==> src/hdl/tactile_grasp_controller_top_macros.svh <==
// Assertion macros for the tactile grasp controller.
// Each macro takes a label, the clock, the active-low reset, an antecedent and a consequent.
`ifndef TACTILE_GRASP_CONTROLLER_TOP_MACROS_SVH
`define TACTILE_GRASP_CONTROLLER_TOP_MACROS_SVH
`ifndef SYNTHESIS
// Consequent must hold in the same cycle as the antecedent.
`define TGC_ASSERT_IMPL(label, clk, rst_n, ante, cons) \
    label: assert property (@(posedge clk) disable iff (!rst_n) (ante) |-> (cons)) \
        else $error("tgc: same-cycle check failed");
// Consequent must hold in the cycle after the antecedent.
`define TGC_ASSERT_NEXT(label, clk, rst_n, ante, cons) \
    label: assert property (@(posedge clk) disable iff (!rst_n) (ante) |=> (cons)) \
        else $error("tgc: next-cycle check failed");
`else
`define TGC_ASSERT_IMPL(label, clk, rst_n, ante, cons)
`define TGC_ASSERT_NEXT(label, clk, rst_n, ante, cons)
`endif
`endif

==> src/hdl/tgc_pkg.sv <==
package tgc_pkg;

    // Field widths.
    localparam int CMD_W      = 3;
    localparam int PAD_W      = 3;
    localparam int CELL_W     = 12;
    localparam int JOINT_W    = 3;
    localparam int ANGLE_W    = 16;
    localparam int THR_W      = 12;
    localparam int GAIN_W     = 10;
    localparam int VEL_W      = 10;
    localparam int CFG_IDX_W  = 3;
    localparam int CFG_DATA_W = 12;

    // Accumulator and mean widths.
    localparam int SUM_W      = 19;
    localparam int CNT_W      = 8;
    localparam int MEAN_W     = 12;
    localparam int ERR_W      = 16;
    localparam int PAIR_W     = MEAN_W + 1;
    localparam int TOTAL_W    = MEAN_W + 3;
    localparam int PROX_W     = MEAN_W + 2;

    // Sizes and limits.
    localparam int MAX_CELLS   = 128;
    localparam int PAD_COUNT   = 6;
    localparam int JOINT_COUNT = 7;
    localparam int LIM_COUNT   = 3;
    localparam int PROX_LIMIT  = 10;
    localparam int TOTAL_LIMIT = 2000;

    localparam logic [SUM_W-1:0]        SUM_MAX  = {SUM_W{1'b1}};
    localparam logic signed [ANGLE_W-1:0] ANGLE_HI = 16'sd8700;
    localparam logic signed [ANGLE_W-1:0] ANGLE_LO = -16'sd8700;
    localparam logic signed [ERR_W-1:0]   LVL_ZERO_THRESH = -16'sd2;

    // The mean always fits in MEAN_W bits, so the divider retires that many quotient bits.
    localparam int DIV_STEPS  = MEAN_W;
    localparam int DIV_STEP_W = 4;

    // Register indexes.
    localparam logic [CFG_IDX_W-1:0] CFG_THR_LAST = 3'd5;
    localparam logic [CFG_IDX_W-1:0] CFG_GAIN     = 3'd6;
    localparam logic [CFG_IDX_W-1:0] CFG_APPROACH = 3'd7;

    // Register reset values.
    localparam logic [THR_W-1:0]  THR_RESET      = 12'd100;
    localparam logic [GAIN_W-1:0] GAIN_RESET     = 10'd300;
    localparam logic [THR_W-1:0]  APPROACH_RESET = 12'd20;

    typedef enum logic [CMD_W-1:0] {
        CMD_CELL  = 3'd0,
        CMD_JOINT = 3'd1,
        CMD_GRASP = 3'd2,
        CMD_OPEN  = 3'd3,
        CMD_TRAJ  = 3'd4
    } cmd_code_t;

    // Input transaction payload.
    typedef struct packed {
        logic [CMD_W-1:0]          command;
        logic [PAD_W-1:0]          pad;
        logic [CELL_W-1:0]         cell_value;
        logic                      last_in_pad;
        logic [JOINT_W-1:0]        joint_index;
        logic signed [ANGLE_W-1:0] joint_angle;
        logic                      lateral;
    } tgc_item_t;

    // Commands from the controller to the datapath.
    typedef struct packed {
        logic accumulate;
        logic div_start;
        logic joint;
        logic grasp;
        logic open_hand;
        logic frame_eval;
        logic emit_vel;
        logic emit_backoff;
    } tgc_cmd_t;

    // Status from the datapath to the controller.
    typedef struct packed {
        logic pad_end;
        logic frame_end;
        logic div_done;
        logic hand_open;
        logic backoff;
        logic traj_over;
        logic out_free;
    } tgc_sts_t;

endpackage

==> src/hdl/tgc_if.sv <==
// Input channel: one transaction per tactile cell or event.
interface tgc_in_if;
    logic                                   valid;
    logic                                   ready;
    logic [tgc_pkg::CMD_W-1:0]              command;
    logic [tgc_pkg::PAD_W-1:0]              pad;
    logic [tgc_pkg::CELL_W-1:0]             cell_value;
    logic                                   last_in_pad;
    logic [tgc_pkg::JOINT_W-1:0]            joint_index;
    logic signed [tgc_pkg::ANGLE_W-1:0]     joint_angle;
    logic                                   lateral;

    modport source (
        output valid, command, pad, cell_value, last_in_pad, joint_index, joint_angle, lateral,
        input  ready
    );
    modport sink (
        input  valid, command, pad, cell_value, last_in_pad, joint_index, joint_angle, lateral,
        output ready
    );
endinterface

// Output channel: one velocity or backoff command per transaction.
interface tgc_out_if;
    logic                       valid;
    logic                       ready;
    logic [tgc_pkg::VEL_W-1:0]  vel_0;
    logic [tgc_pkg::VEL_W-1:0]  vel_1;
    logic [tgc_pkg::VEL_W-1:0]  vel_2;
    logic [tgc_pkg::VEL_W-1:0]  vel_3;
    logic [tgc_pkg::VEL_W-1:0]  vel_4;
    logic [tgc_pkg::VEL_W-1:0]  vel_5;
    logic                       velocity_valid;
    logic                       backoff_request;

    modport source (
        output valid, vel_0, vel_1, vel_2, vel_3, vel_4, vel_5, velocity_valid,
               backoff_request,
        input  ready
    );
    modport sink (
        input  valid, vel_0, vel_1, vel_2, vel_3, vel_4, vel_5, velocity_valid,
               backoff_request,
        output ready
    );
endinterface

==> src/hdl/tgc_div.sv <==
`include "tactile_grasp_controller_top_macros.svh"

module tgc_div (
    input  logic                        clk,
    input  logic                        rst_n,
    input  logic                        start,
    input  logic [tgc_pkg::SUM_W-1:0]   dividend,
    input  logic [tgc_pkg::CNT_W-1:0]   divisor,
    output logic                        done,
    output logic [tgc_pkg::MEAN_W-1:0]  quotient
);
    import tgc_pkg::*;

    logic                   busy_reg;
    logic [DIV_STEP_W-1:0]  step_reg;
    logic [CNT_W-1:0]       rem_reg;
    logic [MEAN_W-1:0]      quo_reg;
    logic [CNT_W-1:0]       den_reg;
    logic                   zero_reg;

    logic [CNT_W:0]         shifted;
    logic [CNT_W:0]         trial;
    logic                   fits;
    logic [CNT_W-1:0]       rem_next;
    logic [MEAN_W-1:0]      quo_next;

    // One restoring step: bring down the next dividend bit and try the subtraction.
    always_comb
    begin
        shifted  = {rem_reg, quo_reg[MEAN_W-1]};
        trial    = shifted - {1'b0, den_reg};
        fits     = !trial[CNT_W];
        rem_next = fits ? trial[CNT_W-1:0] : shifted[CNT_W-1:0];
        quo_next = {quo_reg[MEAN_W-2:0], fits};
    end

    assign done     = busy_reg && (step_reg == DIV_STEP_W'(DIV_STEPS - 1));
    assign quotient = zero_reg ? '0 : quo_next;

    // Step control.
    always_ff @(posedge clk or negedge rst_n)
    begin
        if (!rst_n)
        begin
            busy_reg <= 1'b0;
            step_reg <= '0;
        end
        else if (start)
        begin
            busy_reg <= 1'b1;
            step_reg <= '0;
        end
        else if (done)
        begin
            busy_reg <= 1'b0;
        end
        else if (busy_reg)
        begin
            step_reg <= step_reg + 1'b1;
        end
    end

    // The mean never exceeds the cell range, so the upper dividend bits start in the remainder.
    always_ff @(posedge clk)
    begin
        if (start)
        begin
            rem_reg  <= CNT_W'(dividend[SUM_W-1:MEAN_W]);
            quo_reg  <= dividend[MEAN_W-1:0];
            den_reg  <= divisor;
            zero_reg <= (divisor == '0);
        end
        else if (busy_reg)
        begin
            rem_reg <= rem_next;
            quo_reg <= quo_next;
        end
    end

    `TGC_ASSERT_NEXT(a_done_ends_busy, clk, rst_n, done && !start, !busy_reg)
    `TGC_ASSERT_IMPL(a_start_when_free, clk, rst_n, start, !busy_reg)

endmodule

==> src/hdl/tgc_dp.sv <==
`include "tactile_grasp_controller_top_macros.svh"

module tgc_dp (
    input  logic                            clk,
    input  logic                            rst_n,
    input  logic                            cfg_we,
    input  logic [tgc_pkg::CFG_IDX_W-1:0]   cfg_index,
    input  logic [tgc_pkg::CFG_DATA_W-1:0]  cfg_data,
    input  tgc_pkg::tgc_item_t              item,
    input  tgc_pkg::tgc_cmd_t               cmd,
    output tgc_pkg::tgc_sts_t               sts,
    tgc_out_if.source                       result
);
    import tgc_pkg::*;

    // Configuration registers.
    logic [THR_W-1:0]   thr_reg [PAD_COUNT];
    logic [GAIN_W-1:0]  gain_reg;
    logic [THR_W-1:0]   appr_reg;

    // Pad accumulator and stored means.
    logic [SUM_W-1:0]   sum_reg;
    logic [CNT_W-1:0]   cnt_reg;
    logic [SUM_W-1:0]   sum_acc;
    logic [CNT_W-1:0]   cnt_acc;
    logic [SUM_W:0]     sum_wide;
    logic               can_add;
    logic [PAD_W-1:0]   pad_reg;
    logic [MEAN_W-1:0]  mean_reg [PAD_COUNT];
    logic               div_done;
    logic [MEAN_W-1:0]  div_quot;

    // Hand state.
    logic               grip_reg;
    logic               hand_open_reg;
    logic               prox_only_reg;
    logic               lim_reg [LIM_COUNT];
    logic               backoff_reg;
    logic               backoff_now;
    logic               distal_hit;
    logic               prox_hit;
    logic [PROX_W-1:0]  prox_sum;

    // Error sums and the totals for trajectory checks.
    logic signed [ERR_W-1:0] sp_calc;
    logic signed [ERR_W-1:0] sd_calc;
    logic signed [ERR_W-1:0] sp_reg;
    logic signed [ERR_W-1:0] sd_reg;
    logic signed [ERR_W-1:0] lvl_thresh;
    logic [ERR_W-1:0]        three_lvl;
    logic                    ge_p;
    logic                    ge_d;
    logic [PAIR_W-1:0]       pair_reg [LIM_COUNT];
    logic [TOTAL_W-1:0]      total;

    // Velocity result and output register.
    logic [VEL_W-1:0]   vel_calc [PAD_COUNT];
    logic [VEL_W-1:0]   vel_reg [PAD_COUNT];
    logic               vv_reg;
    logic               bo_reg;
    logic               out_valid_reg;

    // Register writes.
    always_ff @(posedge clk or negedge rst_n)
    begin
        if (!rst_n)
        begin
            for (int i = 0; i < PAD_COUNT; i++)
            begin
                thr_reg[i] <= THR_RESET;
            end
            gain_reg <= GAIN_RESET;
            appr_reg <= APPROACH_RESET;
        end
        else if (cfg_we)
        begin
            if (cfg_index <= CFG_THR_LAST)
            begin
                thr_reg[cfg_index] <= cfg_data[THR_W-1:0];
            end
            else if (cfg_index == CFG_GAIN)
            begin
                gain_reg <= cfg_data[GAIN_W-1:0];
            end
            else if (cfg_index == CFG_APPROACH)
            begin
                appr_reg <= cfg_data[THR_W-1:0];
            end
        end
    end

    // Add a nonzero cell while the pad has room, saturating the sum.
    always_comb
    begin
        can_add  = (item.cell_value != '0) && (cnt_reg < CNT_W'(MAX_CELLS));
        sum_wide = {1'b0, sum_reg} + (SUM_W + 1)'(item.cell_value);
        sum_acc  = sum_reg;
        cnt_acc  = cnt_reg;
        if (can_add)
        begin
            sum_acc = sum_wide[SUM_W] ? SUM_MAX : sum_wide[SUM_W-1:0];
            cnt_acc = cnt_reg + 1'b1;
        end
    end

    always_ff @(posedge clk or negedge rst_n)
    begin
        if (!rst_n)
        begin
            sum_reg <= '0;
            cnt_reg <= '0;
        end
        else if (cmd.accumulate)
        begin
            if (item.last_in_pad)
            begin
                sum_reg <= '0;
                cnt_reg <= '0;
            end
            else
            begin
                sum_reg <= sum_acc;
                cnt_reg <= cnt_acc;
            end
        end
    end

    always_ff @(posedge clk)
    begin
        if (cmd.div_start)
        begin
            pad_reg <= item.pad;
        end
    end

    tgc_div u_div (
        .clk      (clk),
        .rst_n    (rst_n),
        .start    (cmd.div_start),
        .dividend (sum_acc),
        .divisor  (cnt_acc),
        .done     (div_done),
        .quotient (div_quot)
    );

    // Store the pad mean when the divider finishes.
    always_ff @(posedge clk or negedge rst_n)
    begin
        if (!rst_n)
        begin
            for (int i = 0; i < PAD_COUNT; i++)
            begin
                mean_reg[i] <= '0;
            end
        end
        else if (div_done)
        begin
            mean_reg[pad_reg] <= div_quot;
        end
    end

    // Contact checks at frame end.
    always_comb
    begin
        distal_hit  = (mean_reg[1] > thr_reg[1]) && (mean_reg[3] > thr_reg[3])
                      && (mean_reg[5] > thr_reg[5]);
        prox_sum    = PROX_W'(mean_reg[0]) + PROX_W'(mean_reg[2]) + PROX_W'(mean_reg[4]);
        prox_hit    = (prox_sum > PROX_W'(PROX_LIMIT)) && prox_only_reg;
        backoff_now = distal_hit || prox_hit;
    end

    // Threshold error sums of the proximal and distal pad groups.
    always_comb
    begin
        sp_calc = $signed(ERR_W'(thr_reg[0])) - $signed(ERR_W'(mean_reg[0]))
                + $signed(ERR_W'(thr_reg[2])) - $signed(ERR_W'(mean_reg[2]))
                + $signed(ERR_W'(thr_reg[4])) - $signed(ERR_W'(mean_reg[4]));
        sd_calc = $signed(ERR_W'(thr_reg[1])) - $signed(ERR_W'(mean_reg[1]))
                + $signed(ERR_W'(thr_reg[3])) - $signed(ERR_W'(mean_reg[3]))
                + $signed(ERR_W'(thr_reg[5])) - $signed(ERR_W'(mean_reg[5]));
    end

    // Hand state updates.
    always_ff @(posedge clk or negedge rst_n)
    begin
        if (!rst_n)
        begin
            grip_reg      <= 1'b0;
            hand_open_reg <= 1'b1;
            prox_only_reg <= 1'b1;
            backoff_reg   <= 1'b0;
        end
        else if (cmd.grasp)
        begin
            grip_reg      <= 1'b1;
            hand_open_reg <= 1'b0;
            if (item.lateral)
            begin
                prox_only_reg <= 1'b0;
            end
        end
        else if (cmd.open_hand)
        begin
            grip_reg      <= 1'b0;
            hand_open_reg <= 1'b1;
            prox_only_reg <= 1'b1;
        end
        else if (cmd.frame_eval)
        begin
            backoff_reg <= backoff_now;
            if (backoff_now)
            begin
                grip_reg <= 1'b0;
            end
        end
    end

    always_ff @(posedge clk)
    begin
        if (cmd.frame_eval)
        begin
            sp_reg <= sp_calc;
            sd_reg <= sd_calc;
        end
    end

    // Out-of-range flags of joints 1, 3 and 5; saturation cannot change the comparison.
    always_ff @(posedge clk or negedge rst_n)
    begin
        if (!rst_n)
        begin
            for (int i = 0; i < LIM_COUNT; i++)
            begin
                lim_reg[i] <= 1'b0;
            end
        end
        else if (cmd.joint && item.joint_index[0]
                 && (item.joint_index < JOINT_W'(JOINT_COUNT)))
        begin
            lim_reg[item.joint_index[2:1]] <= (item.joint_angle < ANGLE_LO)
                                            || (item.joint_angle > ANGLE_HI);
        end
    end

    // The truncated third of a sum reaches the level exactly when the sum reaches three times
    // the level; for a zero level a sum above minus three still truncates to zero.
    always_comb
    begin
        three_lvl  = ERR_W'(appr_reg) + ERR_W'({appr_reg, 1'b0});
        lvl_thresh = (appr_reg == '0) ? LVL_ZERO_THRESH : $signed(three_lvl);
        ge_p       = sp_reg >= lvl_thresh;
        ge_d       = sd_reg >= lvl_thresh;
        for (int i = 0; i < LIM_COUNT; i++)
        begin
            vel_calc[2*i]   = (grip_reg && ge_p) ? gain_reg : '0;
            vel_calc[2*i+1] = (grip_reg && !prox_only_reg && ge_d && !lim_reg[i])
                              ? gain_reg : '0;
        end
    end

    // Pairwise mean sums for the trajectory total.
    always_ff @(posedge clk)
    begin
        for (int i = 0; i < LIM_COUNT; i++)
        begin
            pair_reg[i] <= PAIR_W'(mean_reg[2*i]) + PAIR_W'(mean_reg[2*i+1]);
        end
    end

    assign total = TOTAL_W'(pair_reg[0]) + TOTAL_W'(pair_reg[1]) + TOTAL_W'(pair_reg[2]);

    // Output register.
    always_ff @(posedge clk or negedge rst_n)
    begin
        if (!rst_n)
        begin
            out_valid_reg <= 1'b0;
        end
        else if (cmd.emit_vel || cmd.emit_backoff)
        begin
            out_valid_reg <= 1'b1;
        end
        else if (result.ready)
        begin
            out_valid_reg <= 1'b0;
        end
    end

    always_ff @(posedge clk)
    begin
        if (cmd.emit_vel)
        begin
            for (int i = 0; i < PAD_COUNT; i++)
            begin
                vel_reg[i] <= vel_calc[i];
            end
            vv_reg <= 1'b1;
            bo_reg <= backoff_reg;
        end
        else if (cmd.emit_backoff)
        begin
            for (int i = 0; i < PAD_COUNT; i++)
            begin
                vel_reg[i] <= '0;
            end
            vv_reg <= 1'b0;
            bo_reg <= 1'b1;
        end
    end

    assign result.valid           = out_valid_reg;
    assign result.vel_0           = vel_reg[0];
    assign result.vel_1           = vel_reg[1];
    assign result.vel_2           = vel_reg[2];
    assign result.vel_3           = vel_reg[3];
    assign result.vel_4           = vel_reg[4];
    assign result.vel_5           = vel_reg[5];
    assign result.velocity_valid  = vv_reg;
    assign result.backoff_request = bo_reg;

    // Status to the controller.
    always_comb
    begin
        sts.pad_end   = item.last_in_pad && (item.pad < PAD_W'(PAD_COUNT));
        sts.frame_end = (pad_reg == PAD_W'(PAD_COUNT - 1));
        sts.div_done  = div_done;
        sts.hand_open = hand_open_reg;
        sts.backoff   = backoff_reg;
        sts.traj_over = total > TOTAL_W'(TOTAL_LIMIT);
        sts.out_free  = !out_valid_reg || result.ready;
    end

    `TGC_ASSERT_IMPL(a_count_bound, clk, rst_n, 1'b1, cnt_reg <= CNT_W'(MAX_CELLS))
    `TGC_ASSERT_NEXT(a_emit_loads_output, clk, rst_n, cmd.emit_vel || cmd.emit_backoff, out_valid_reg)

endmodule

==> src/hdl/tgc_ctrl.sv <==
`include "tactile_grasp_controller_top_macros.svh"

module tgc_ctrl (
    input  logic                        clk,
    input  logic                        rst_n,
    input  logic                        item_valid,
    input  logic [tgc_pkg::CMD_W-1:0]   item_command,
    output logic                        item_ready,
    output tgc_pkg::tgc_cmd_t           cmd,
    input  tgc_pkg::tgc_sts_t           sts
);
    import tgc_pkg::*;

    typedef enum logic [5:0] {
        ST_IDLE    = 6'b000001,
        ST_DIV     = 6'b000010,
        ST_FRAME   = 6'b000100,
        ST_VEL     = 6'b001000,
        ST_TRAJ    = 6'b010000,
        ST_BACKOFF = 6'b100000
    } tgc_state_t;

    tgc_state_t state_reg;
    tgc_state_t state_next;

    // Next state and commands to the datapath.
    always_comb
    begin
        state_next = state_reg;
        cmd        = '0;
        item_ready = (state_reg == ST_IDLE);
        case (state_reg)
            ST_IDLE:
            begin
                if (item_valid)
                begin
                    case (cmd_code_t'(item_command))
                        CMD_CELL:
                        begin
                            cmd.accumulate = 1'b1;
                            if (sts.pad_end)
                            begin
                                cmd.div_start = 1'b1;
                                state_next    = ST_DIV;
                            end
                        end
                        CMD_JOINT: cmd.joint     = 1'b1;
                        CMD_GRASP: cmd.grasp     = 1'b1;
                        CMD_OPEN:  cmd.open_hand = 1'b1;
                        CMD_TRAJ:  state_next    = ST_TRAJ;
                        default:   ;
                    endcase
                end
            end
            ST_DIV:
            begin
                if (sts.div_done)
                begin
                    state_next = sts.frame_end ? ST_FRAME : ST_IDLE;
                end
            end
            ST_FRAME:
            begin
                cmd.frame_eval = 1'b1;
                state_next     = ST_VEL;
            end
            ST_VEL:
            begin
                if (!sts.hand_open)
                begin
                    if (sts.out_free)
                    begin
                        cmd.emit_vel = 1'b1;
                        state_next   = ST_IDLE;
                    end
                end
                else
                begin
                    state_next = sts.backoff ? ST_BACKOFF : ST_IDLE;
                end
            end
            ST_TRAJ:
            begin
                state_next = sts.traj_over ? ST_BACKOFF : ST_IDLE;
            end
            ST_BACKOFF:
            begin
                if (sts.out_free)
                begin
                    cmd.emit_backoff = 1'b1;
                    state_next       = ST_IDLE;
                end
            end
            default:
            begin
                state_next = ST_IDLE;
            end
        endcase
    end

    always_ff @(posedge clk or negedge rst_n)
    begin
        if (!rst_n)
        begin
            state_reg <= ST_IDLE;
        end
        else
        begin
            state_reg <= state_next;
        end
    end

    `TGC_ASSERT_IMPL(a_emit_needs_room, clk, rst_n, cmd.emit_vel || cmd.emit_backoff, sts.out_free)
    `TGC_ASSERT_IMPL(a_div_from_accept, clk, rst_n, cmd.div_start, item_valid && item_ready)
    `TGC_ASSERT_NEXT(a_div_enters_wait, clk, rst_n, cmd.div_start, state_reg == ST_DIV)

endmodule

==> src/hdl/tactile_grasp_controller_top.sv <==
// Joint, grasp, open-hand, unknown and non-final cell transactions run back to back. The final
// cell of a pad waits for the divider that forms the mean one quotient bit per cycle; the
// frame's final cell then passes the frame and velocity states (and the backoff state when an
// open hand backs off) into the output register. Trajectory done passes the trajectory state,
// and backoff when it backs off. A result that cannot enter a full output register stalls input.
// Asynchronous active-low reset loads register defaults, clears the means and opens the hand.
module tactile_grasp_controller_top (
    input  logic                            clk,
    input  logic                            rst_n,
    input  logic                            cfg_we,
    input  logic [tgc_pkg::CFG_IDX_W-1:0]   cfg_index,
    input  logic [tgc_pkg::CFG_DATA_W-1:0]  cfg_data,
    tgc_in_if.sink                          item,
    tgc_out_if.source                       result
);
    import tgc_pkg::*;

    tgc_item_t item_data;
    tgc_cmd_t  cmd;
    tgc_sts_t  sts;
    logic      ready;

    // Gather the input payload for the datapath.
    always_comb
    begin
        item_data.command     = item.command;
        item_data.pad         = item.pad;
        item_data.cell_value  = item.cell_value;
        item_data.last_in_pad = item.last_in_pad;
        item_data.joint_index = item.joint_index;
        item_data.joint_angle = item.joint_angle;
        item_data.lateral     = item.lateral;
    end

    assign item.ready = ready;

    tgc_ctrl u_ctrl (
        .clk          (clk),
        .rst_n        (rst_n),
        .item_valid   (item.valid),
        .item_command (item.command),
        .item_ready   (ready),
        .cmd          (cmd),
        .sts          (sts)
    );

    tgc_dp u_dp (
        .clk       (clk),
        .rst_n     (rst_n),
        .cfg_we    (cfg_we),
        .cfg_index (cfg_index),
        .cfg_data  (cfg_data),
        .item      (item_data),
        .cmd       (cmd),
        .sts       (sts),
        .result    (result)
    );

endmodule

==> src/flat_wrapper.sv <==
// flat-port wrapper written by rule: the top's interface ports become plain ports
module tactile_grasp_controller_top_flat import tgc_pkg::*;
  (clk, rst_n, cfg_we, cfg_index, cfg_data, item_valid, item_command, item_pad, item_cell_value, item_last_in_pad, item_joint_index, item_joint_angle, item_lateral, item_ready, result_valid, result_vel_0, result_vel_1, result_vel_2, result_vel_3, result_vel_4, result_vel_5, result_velocity_valid, result_backoff_request, result_ready);
  tgc_in_if item_i ();
  tgc_out_if result_i ();
  input  logic clk;
  input  logic rst_n;
  input  logic cfg_we;
  input  logic [tgc_pkg::CFG_IDX_W-1:0] cfg_index;
  input  logic [tgc_pkg::CFG_DATA_W-1:0] cfg_data;
  input wire logic [$bits(item_i.valid)-1:0] item_valid;
  input wire logic [$bits(item_i.command)-1:0] item_command;
  input wire logic [$bits(item_i.pad)-1:0] item_pad;
  input wire logic [$bits(item_i.cell_value)-1:0] item_cell_value;
  input wire logic [$bits(item_i.last_in_pad)-1:0] item_last_in_pad;
  input wire logic [$bits(item_i.joint_index)-1:0] item_joint_index;
  input wire logic [$bits(item_i.joint_angle)-1:0] item_joint_angle;
  input wire logic [$bits(item_i.lateral)-1:0] item_lateral;
  output wire logic [$bits(item_i.ready)-1:0] item_ready;
  output wire logic [$bits(result_i.valid)-1:0] result_valid;
  output wire logic [$bits(result_i.vel_0)-1:0] result_vel_0;
  output wire logic [$bits(result_i.vel_1)-1:0] result_vel_1;
  output wire logic [$bits(result_i.vel_2)-1:0] result_vel_2;
  output wire logic [$bits(result_i.vel_3)-1:0] result_vel_3;
  output wire logic [$bits(result_i.vel_4)-1:0] result_vel_4;
  output wire logic [$bits(result_i.vel_5)-1:0] result_vel_5;
  output wire logic [$bits(result_i.velocity_valid)-1:0] result_velocity_valid;
  output wire logic [$bits(result_i.backoff_request)-1:0] result_backoff_request;
  input wire logic [$bits(result_i.ready)-1:0] result_ready;
  assign item_i.valid = item_valid;
  assign item_i.command = item_command;
  assign item_i.pad = item_pad;
  assign item_i.cell_value = item_cell_value;
  assign item_i.last_in_pad = item_last_in_pad;
  assign item_i.joint_index = item_joint_index;
  assign item_i.joint_angle = item_joint_angle;
  assign item_i.lateral = item_lateral;
  assign item_ready = item_i.ready;
  assign result_valid = result_i.valid;
  assign result_vel_0 = result_i.vel_0;
  assign result_vel_1 = result_i.vel_1;
  assign result_vel_2 = result_i.vel_2;
  assign result_vel_3 = result_i.vel_3;
  assign result_vel_4 = result_i.vel_4;
  assign result_vel_5 = result_i.vel_5;
  assign result_velocity_valid = result_i.velocity_valid;
  assign result_backoff_request = result_i.backoff_request;
  assign result_i.ready = result_ready;
  tactile_grasp_controller_top u_core (.clk(clk), .rst_n(rst_n), .cfg_we(cfg_we), .cfg_index(cfg_index), .cfg_data(cfg_data), .item(item_i), .result(result_i));
endmodule
==> config.mk <==
export PLATFORM = sky130hd
export DESIGN_NAME = tactile_grasp_controller_top_flat
export DESIGN_NICKNAME = d
export VERILOG_FILES = /design/src/hdl/tgc_pkg.sv /design/src/hdl/tgc_if.sv /design/src/hdl/tgc_div.sv /design/src/hdl/tgc_dp.sv /design/src/hdl/tgc_ctrl.sv /design/src/hdl/tactile_grasp_controller_top.sv /design/src/flat_wrapper.sv
export VERILOG_INCLUDE_DIRS = /design/src /design/src/hdl
export SDC_FILE = /design/constraint.sdc
export NUM_CORES = 1
export LEC_CHECK = 0
export BUFFER_PORTS_ARGS = -buffer_cell sky130_fd_sc_hd__buf_2
export CAP_MARGIN = 20
export CORE_UTILIZATION = 55
export DETAILED_ROUTE_END_ITERATION = 8
export PLACE_DENSITY_LB_ADDON = 0.08
export RECOVER_POWER = 100
export SETUP_SLACK_MARGIN = 0.05
export SYNTH_ARGS = -nofsm -noshare
export SYNTH_HDL_FRONTEND = slang
export SYNTH_HIERARCHICAL = 1
export SYNTH_SLANG_ARGS = --single-unit
==> constraint.sdc <==
create_clock -name clk -period 6 [get_ports clk]
set_input_delay 0 -clock clk [delete_from_list [all_inputs] [get_ports clk]]
set_output_delay 0 -clock clk [all_outputs]
set_load 0.02 [all_outputs]
After elaboration in Yosys (flattened, before gate mapping):

Memories as Yosys holds them, arrays and structs flattened.
Cells that the tools add are included.
Widths: inputs -> output; s select.

* output and inout bits: 64
* word-level logic and storage cells: 234
* flip-flop bits (word level): 278
* bits in writable memories: 99
* memories: 2

* reductions and logical operators: 46
* bitwise logic cells: 13
* add/sub/neg operators: 22
* magnitude comparators: 19
* muxes and demuxes: 75
* equality and inequality tests: 20

Memory list
* u_core.u_dp.vel_reg: depth 6, width 10, read ports 6, clocked after Yosys merged registers in 0, write ports 6, line tgc_dp.sv:58 `logic [VEL_W-1:0] vel_reg [PAD_COUNT];`
* u_core.u_dp.pair_reg: depth 3, width 13, read ports 3, clocked after Yosys merged registers in 0, write ports 3, line tgc_dp.sv:53 `logic [PAIR_W-1:0] pair_reg [LIM_COUNT];`

Operator list (count)
* $bwmux 72: 2
* $mux 10: 10
* $demux 12 s3: 2
* $mux 12: 5
* $mux 19: 3
* $add 12x12->13: 4
* $add 13x13->14: 3
* $mux 6: 7
* $gt 12x12->1: 3
* $pmux 6 s6: 1
* $add 15x13->16: 2
* $ge 16x16->1: 2
* $sub 16x13->16: 2
* $sub 14x13->15: 2
* $mux 1: 29
* $sub 12x12->13: 2
* $mux 8: 3
* $add 19x12->20: 1
* $logic_and 1x1->1: 17
* $gt 16x15->1 const B: 1
* $lt 16x15->1 const B: 1
* $mux 16: 1
* $add 14x13->15: 1
* $gt 15x11->1 const B: 1
* 50 further kinds: 90

Logic depth before layout (Yosys ltp):

* word-level depth: 9
* depth in mapped cells: 19
* depth with buffers taken out: 19

Modules after synthesis:

The synthesis kept the hierarchy.

Modules (own cells, without submodules)
* tgc_dp: area each 20842.5 µm², cells an instance 1971, times used 1
* tgc_div: area each 1979.4 µm², cells an instance 173, times used 1
* tgc_ctrl: area each 515.5 µm², cells an instance 63, times used 1

Least setup slack after synthesis:

OpenSTA, ideal clock, no wires.

* path type: reg2reg
* from: register u_core/u_dp/thr_reg[2] in the netlist's numbering
* to: register u_core.u_dp.sd_reg[15] (data pin)
* path slack: 1.922 ns
* path buffers: 0
* arrival: 3.813 ns
* stages on the path, launching flop included: 14
* cells stage by stage: dfstp_2 fa_1 fa_1 fa_1 inv_1 fa_1 nor2b_1 o21ai_1 a21boi_1 o21ai_1 a2111oi_0 o21ai_0 a21oi_1 a211oi_1

* longest elaborated chain between the ends: 2

RTL lines
* start: declaration: line tgc_dp.sv:17 `logic [THR_W-1:0] thr_reg [PAD_COUNT];`
* start signal: indexed assignment: line tgc_dp.sv:79 `thr_reg[cfg_index] <= cfg_data[THR_W-1:0];`
* $add 15x13->16: line tgc_dp.sv:180 `+ $signed(ERR_W'(thr_reg[5])) - $signed(ERR_W'(mean_reg[5]));`
* $sub 16x13->16: line tgc_dp.sv:180
* named net u_core.u_dp.sd_calc[15]: line tgc_dp.sv:46 `logic signed [ERR_W-1:0] sd_calc;`
* end signal: assignment: line tgc_dp.sv:223 `sd_reg <= sd_calc;`
* end: declaration: line tgc_dp.sv:48 `logic signed [ERR_W-1:0] sd_reg;`

The timed path passes the listed nets, and every way through them passes these cells.
A chain may end at the register's enable or synchronous reset.

==> key figures <==
Detailed routing
  – DRT Pass-1 Iters: 5
  – Total vias in the final route: 17000
  – Via-to-Cell Ratio: 5.79
  – Post-route DRC: 0
  – Post-route ant nets: 0
  – DR iter-0 viols: 1134
  – Final wirelength: 59800 microns
  – Wire per inst: 20.4 microns

Critical path
  – Startpoint Class: flop
  – Capture point of the worst reg-to-reg path: u_core/u_dp/vel_reg[3][8]$_SDFFE_PP0P_
  – Crit-path slowest cell: nor4_1
  – Crit path DAT: 5.73 ns
  – Critical Path RT: 6.50 ns
  – Cell Chain, Critical Path: ha_1, fa_1, a21o_1, a21oi_1, o21bai_1, nand2_1, a211o_1, o21ai_0, a211oi_1, ha_1, a21o_1, a21o_1, a21oi_1, o21ai_0, nor4_1, a22o_1
  – Top cell by count, worst path: a21o_1
  – Critical path class: flop to flop
  – Max stage delay on crit path: 1.25 ns
  – CP Capture Type: flop
  – RR Startpoint: u_core/u_dp/appr_reg[1]$_DFFE_PN0P_
  – Worst-path fanout max: 10
  – Worst Reg2Reg Path Length in Cells: 16
  – R2r setup slk: 0.77 ns

CTS
  – H-tree level count: 2
  – Clock transition at path regs: 0.06 ns
  – # clock sinks: 357
  – Max clock buf depth: 3
  – CTS tree: yes
  – Clk root buf: clkbuf_16
  – TritonCTS Buffers: 42
  – Clock Latency Late Sink: 0.57 ns

Synth
  – Post-synth EDFFs: 74
  – Register bit total from synthesis: 357
  – Syn Area/Cell: 10.6 sq um
  – Synthesized Nets: 2588
  – Main synth FF type: dfrtp_1
  – Top-count cell post-synth: inv_1
  – Post-synthesis sequential area ratio: 38.5%
  – Largest cells by area after synthesis: dfrtp_1, ha_1, edfxtp_1, fa_1, mux2_2
  – Area fraction of the dominant cell type after synthesis: 19.8%
  – Post-synth top area cell: dfrtp_1
  – Synth async-reset ratio: 59.4%
  – Top cells by count, synth: inv_1, ha_1, dfrtp_1, nand2_1, mux2_2
  – Mapped Cells: 2207
  – Cell area after synthesis: 23300 sq um
  – Unique masters post-synth: 99
  – Yosys warnings: 6

Global route
  – GR Overflow Total: 0
  – First-pass GRT wire length: 94000 microns
  – Number of global-route vias before repair: 16500
  – Largest net degree at the start of global routing: 147
  – Initial antenna violation count: 1
  – Global Route Usage Sum: 28.0%

Pwr
  – Pwr dens: 602 nW/um^2
  – Worst VDD drop: 598 uV
  – Overall power: 15.6 mW
  – Static leakage: 11.5 nW

Layout
  – Final Net Count: 2737
  – Fill count: 3500
  – Ant diodes: 0
  – Layout cells sized above 1: 12.5%
  – Non-filler instance count after layout: 2928
  – Area grow syn2layout: 10.7%
  – Post-Route Utilization: 61.8%

Hold path
  – Hold EP: u_core/u_dp/hand_open_reg$_DFFE_PN1P_
  – Worst Hold Depth: 5
  – Hold wc startpoint: item_valid
  – Worst hold path class: primary input to flop

Timing
  – RSZ-0062 raised after global routing: false
  – Final setup viols: 0
  – Period utilisation layout: 87.1%
  – Final min period: 5.23 ns
  – Max_slew headroom: -148%
  – Fmax: 191 MHz
  – Worst-margin pin slew: 3.71 ns
  – Hold Fails Final Rpt: 0
  – Slew Limit Fails: 220
  – Setup TNS: 0 ns
  – Clk_skew: 0.0188 ns

Floorplanning
  – Die area: 43300 sq um
  – Die height: 208 microns
  – Starting Density: 55.8%
  – Floorplan die width: 208 microns
  – Core ar.: 41900 sq um
  – Num ports: 123
  – Cell Rows: 75

Placed design
  – Buffers on Ports: 122
  – Detailed placement HPWL: 46600 microns
  – Final Wtd Congestion: 0.911
  – Post-Place Cells: 2813

Run status
  – Failing checks: max-capacitance violations, max-slew violations
  – Status: finished, violations left

Flow run
  – Number of max-cap violations: 8
-- per-stage QoR --
| step | setup slack [ns] | cell area [sq um] | hold slack, ns |
|---|---|---|---|
| 3_5_place_dp | 1.32 | 24400 | -0.0188 |
| 3_3_place_gp | 1.44 | 24400 | -0.0266 |
| 5_1_grt | 0.435 | 25800 | 0.0721 |
| 2_1_floorplan | 1.92 | 23300 | -0.296 |
| 6_report | 0.773 | 25800 | 0.0512 |
| 4_1_cts | 1.28 | 26100 | 0.0177 |
-- cell usage in the layout, fill, tap and decap left out, types with 9 or more instances in the layout --
cell type | synthesis | routed
inv_1 | 220 | 221
ha_1 | 215 | 215
dfrtp_1 | 185 | 185
nand2_1 | 151 | 151
mux2_2 | 135 | 134
o21ai_0 | 102 | 115
nor2_1 | 111 | 109
a21oi_1 | 109 | 109
fa_1 | 107 | 107
clkbuf_1 | 34 | 99
xnor2_1 | 74 | 74
edfxtp_1 | 74 | 74
dfxtp_1 | 71 | 71
buf_2 | 1 | 53
clkbuf_16 | 0 | 43
a22o_1 | 43 | 43
nor3_1 | 42 | 42
nor2b_1 | 41 | 41
a21o_1 | 41 | 41
dlygate4sd3_1 | 0 | 38
xor2_1 | 36 | 36
dfstp_2 | 27 | 26
nand3_1 | 24 | 24
nand2b_1 | 23 | 23
a31oi_1 | 21 | 21
o21a_1 | 21 | 21
nand4_1 | 18 | 18
o211ai_1 | 14 | 14
a211oi_1 | 11 | 12
and2_0 | 0 | 12
and3_1 | 11 | 11
nor3b_1 | 8 | 9
mux2i_1 | 9 | 9
o21ai_1 | 22 | 9
o21bai_1 | 9 | 9
-- worst max-delay path: cells and delay by family (launching register included) --
kind / cells / cell delay (ns)
flops: 1 / 0.44
compound gates: 11 / 2.40
fa+ha+maj: 3 / 0.98
simple gates: 2 / 1.34
-- layer usage --
| metal | track usage, % | wire length (microns) | vias to the layer above |
|---|---|---|---|
| met5 | 0 | 0 | - |
| met4 | 7.48 | 1270 | 0 |
| met3 | 3.12 | 3060 | 78 |
| met2 | 44.2 | 26900 | 459 |
| met1 | 41.0 | 28600 | 8348 |
| li1 | - | - | 8078 |
-- worst max path at each step --
stage                                              from                                       to  slack, ns  depth (start not counted)
floorplan            u_core/u_dp/thr_reg[2]$_DFFE_PN1P_         u_core/u_dp/sd_reg[15]$_DFFE_PP_       1.92                         13
global placement    u_core/u_dp/appr_reg[1]$_DFFE_PN0P_  u_core/u_dp/vel_reg[5][3]$_SDFFCE_PP0P_       1.44                         17
detailed placement  u_core/u_dp/appr_reg[1]$_DFFE_PN0P_  u_core/u_dp/vel_reg[5][0]$_SDFFCE_PP0P_       1.32                         17
CTS                 u_core/u_dp/appr_reg[1]$_DFFE_PN0P_  u_core/u_dp/vel_reg[5][0]$_SDFFCE_PP0P_       1.28                         17
global route        u_core/u_dp/appr_reg[1]$_DFFE_PN0P_   u_core/u_dp/vel_reg[3][5]$_SDFFE_PP0P_       0.43                         16
finish              u_core/u_dp/appr_reg[1]$_DFFE_PN0P_   u_core/u_dp/vel_reg[3][8]$_SDFFE_PP0P_       0.77                         16
-- logic make-up after synthesis --
logic type	count (synthesis)	share of synthesized area (%)
flip-flops	357	38.5
multiplexers	145	6.95
XOR/XNOR	110	4.13
buffers and inverters	290	5.17
adder cells (fa/ha/maj)	322	20.7
AND/OR/NAND/NOR	511	11.1
AO/OA/AOI/OAI	472	13.4
-- final cells by class --
class | instances | area (sq um) | share of cell area [%]
clock buffer | 63 | 1180 | 4.57
sequential | 357 | 8980 | 34.8
tap | 539 | 674 | 2.61
multi-input combinational | 1560 | 13100 | 50.7
clock inverter | 14 | 110 | 0.426
timing repair buffer | 174 | 973 | 3.77
inverter | 221 | 830 | 3.21
-- repair_timing --
item | 4_1_cts | 5_1_grt
setup buffers | 0 | 0
resized for setup | 0 | 0
endpoints found under the hold margin | 175 | 0
hold buffers | 38 | 0
setup endpoints to repair | 0 | 0
-- power breakdown --
part	switching [mW]	internal, mW
Combinational	5.09	4.02
Sequential	0.510	3.51
Clock	1.03	1.41
Total	6.63	8.94
No activity file was read; power rests on OpenSTA's default activity.
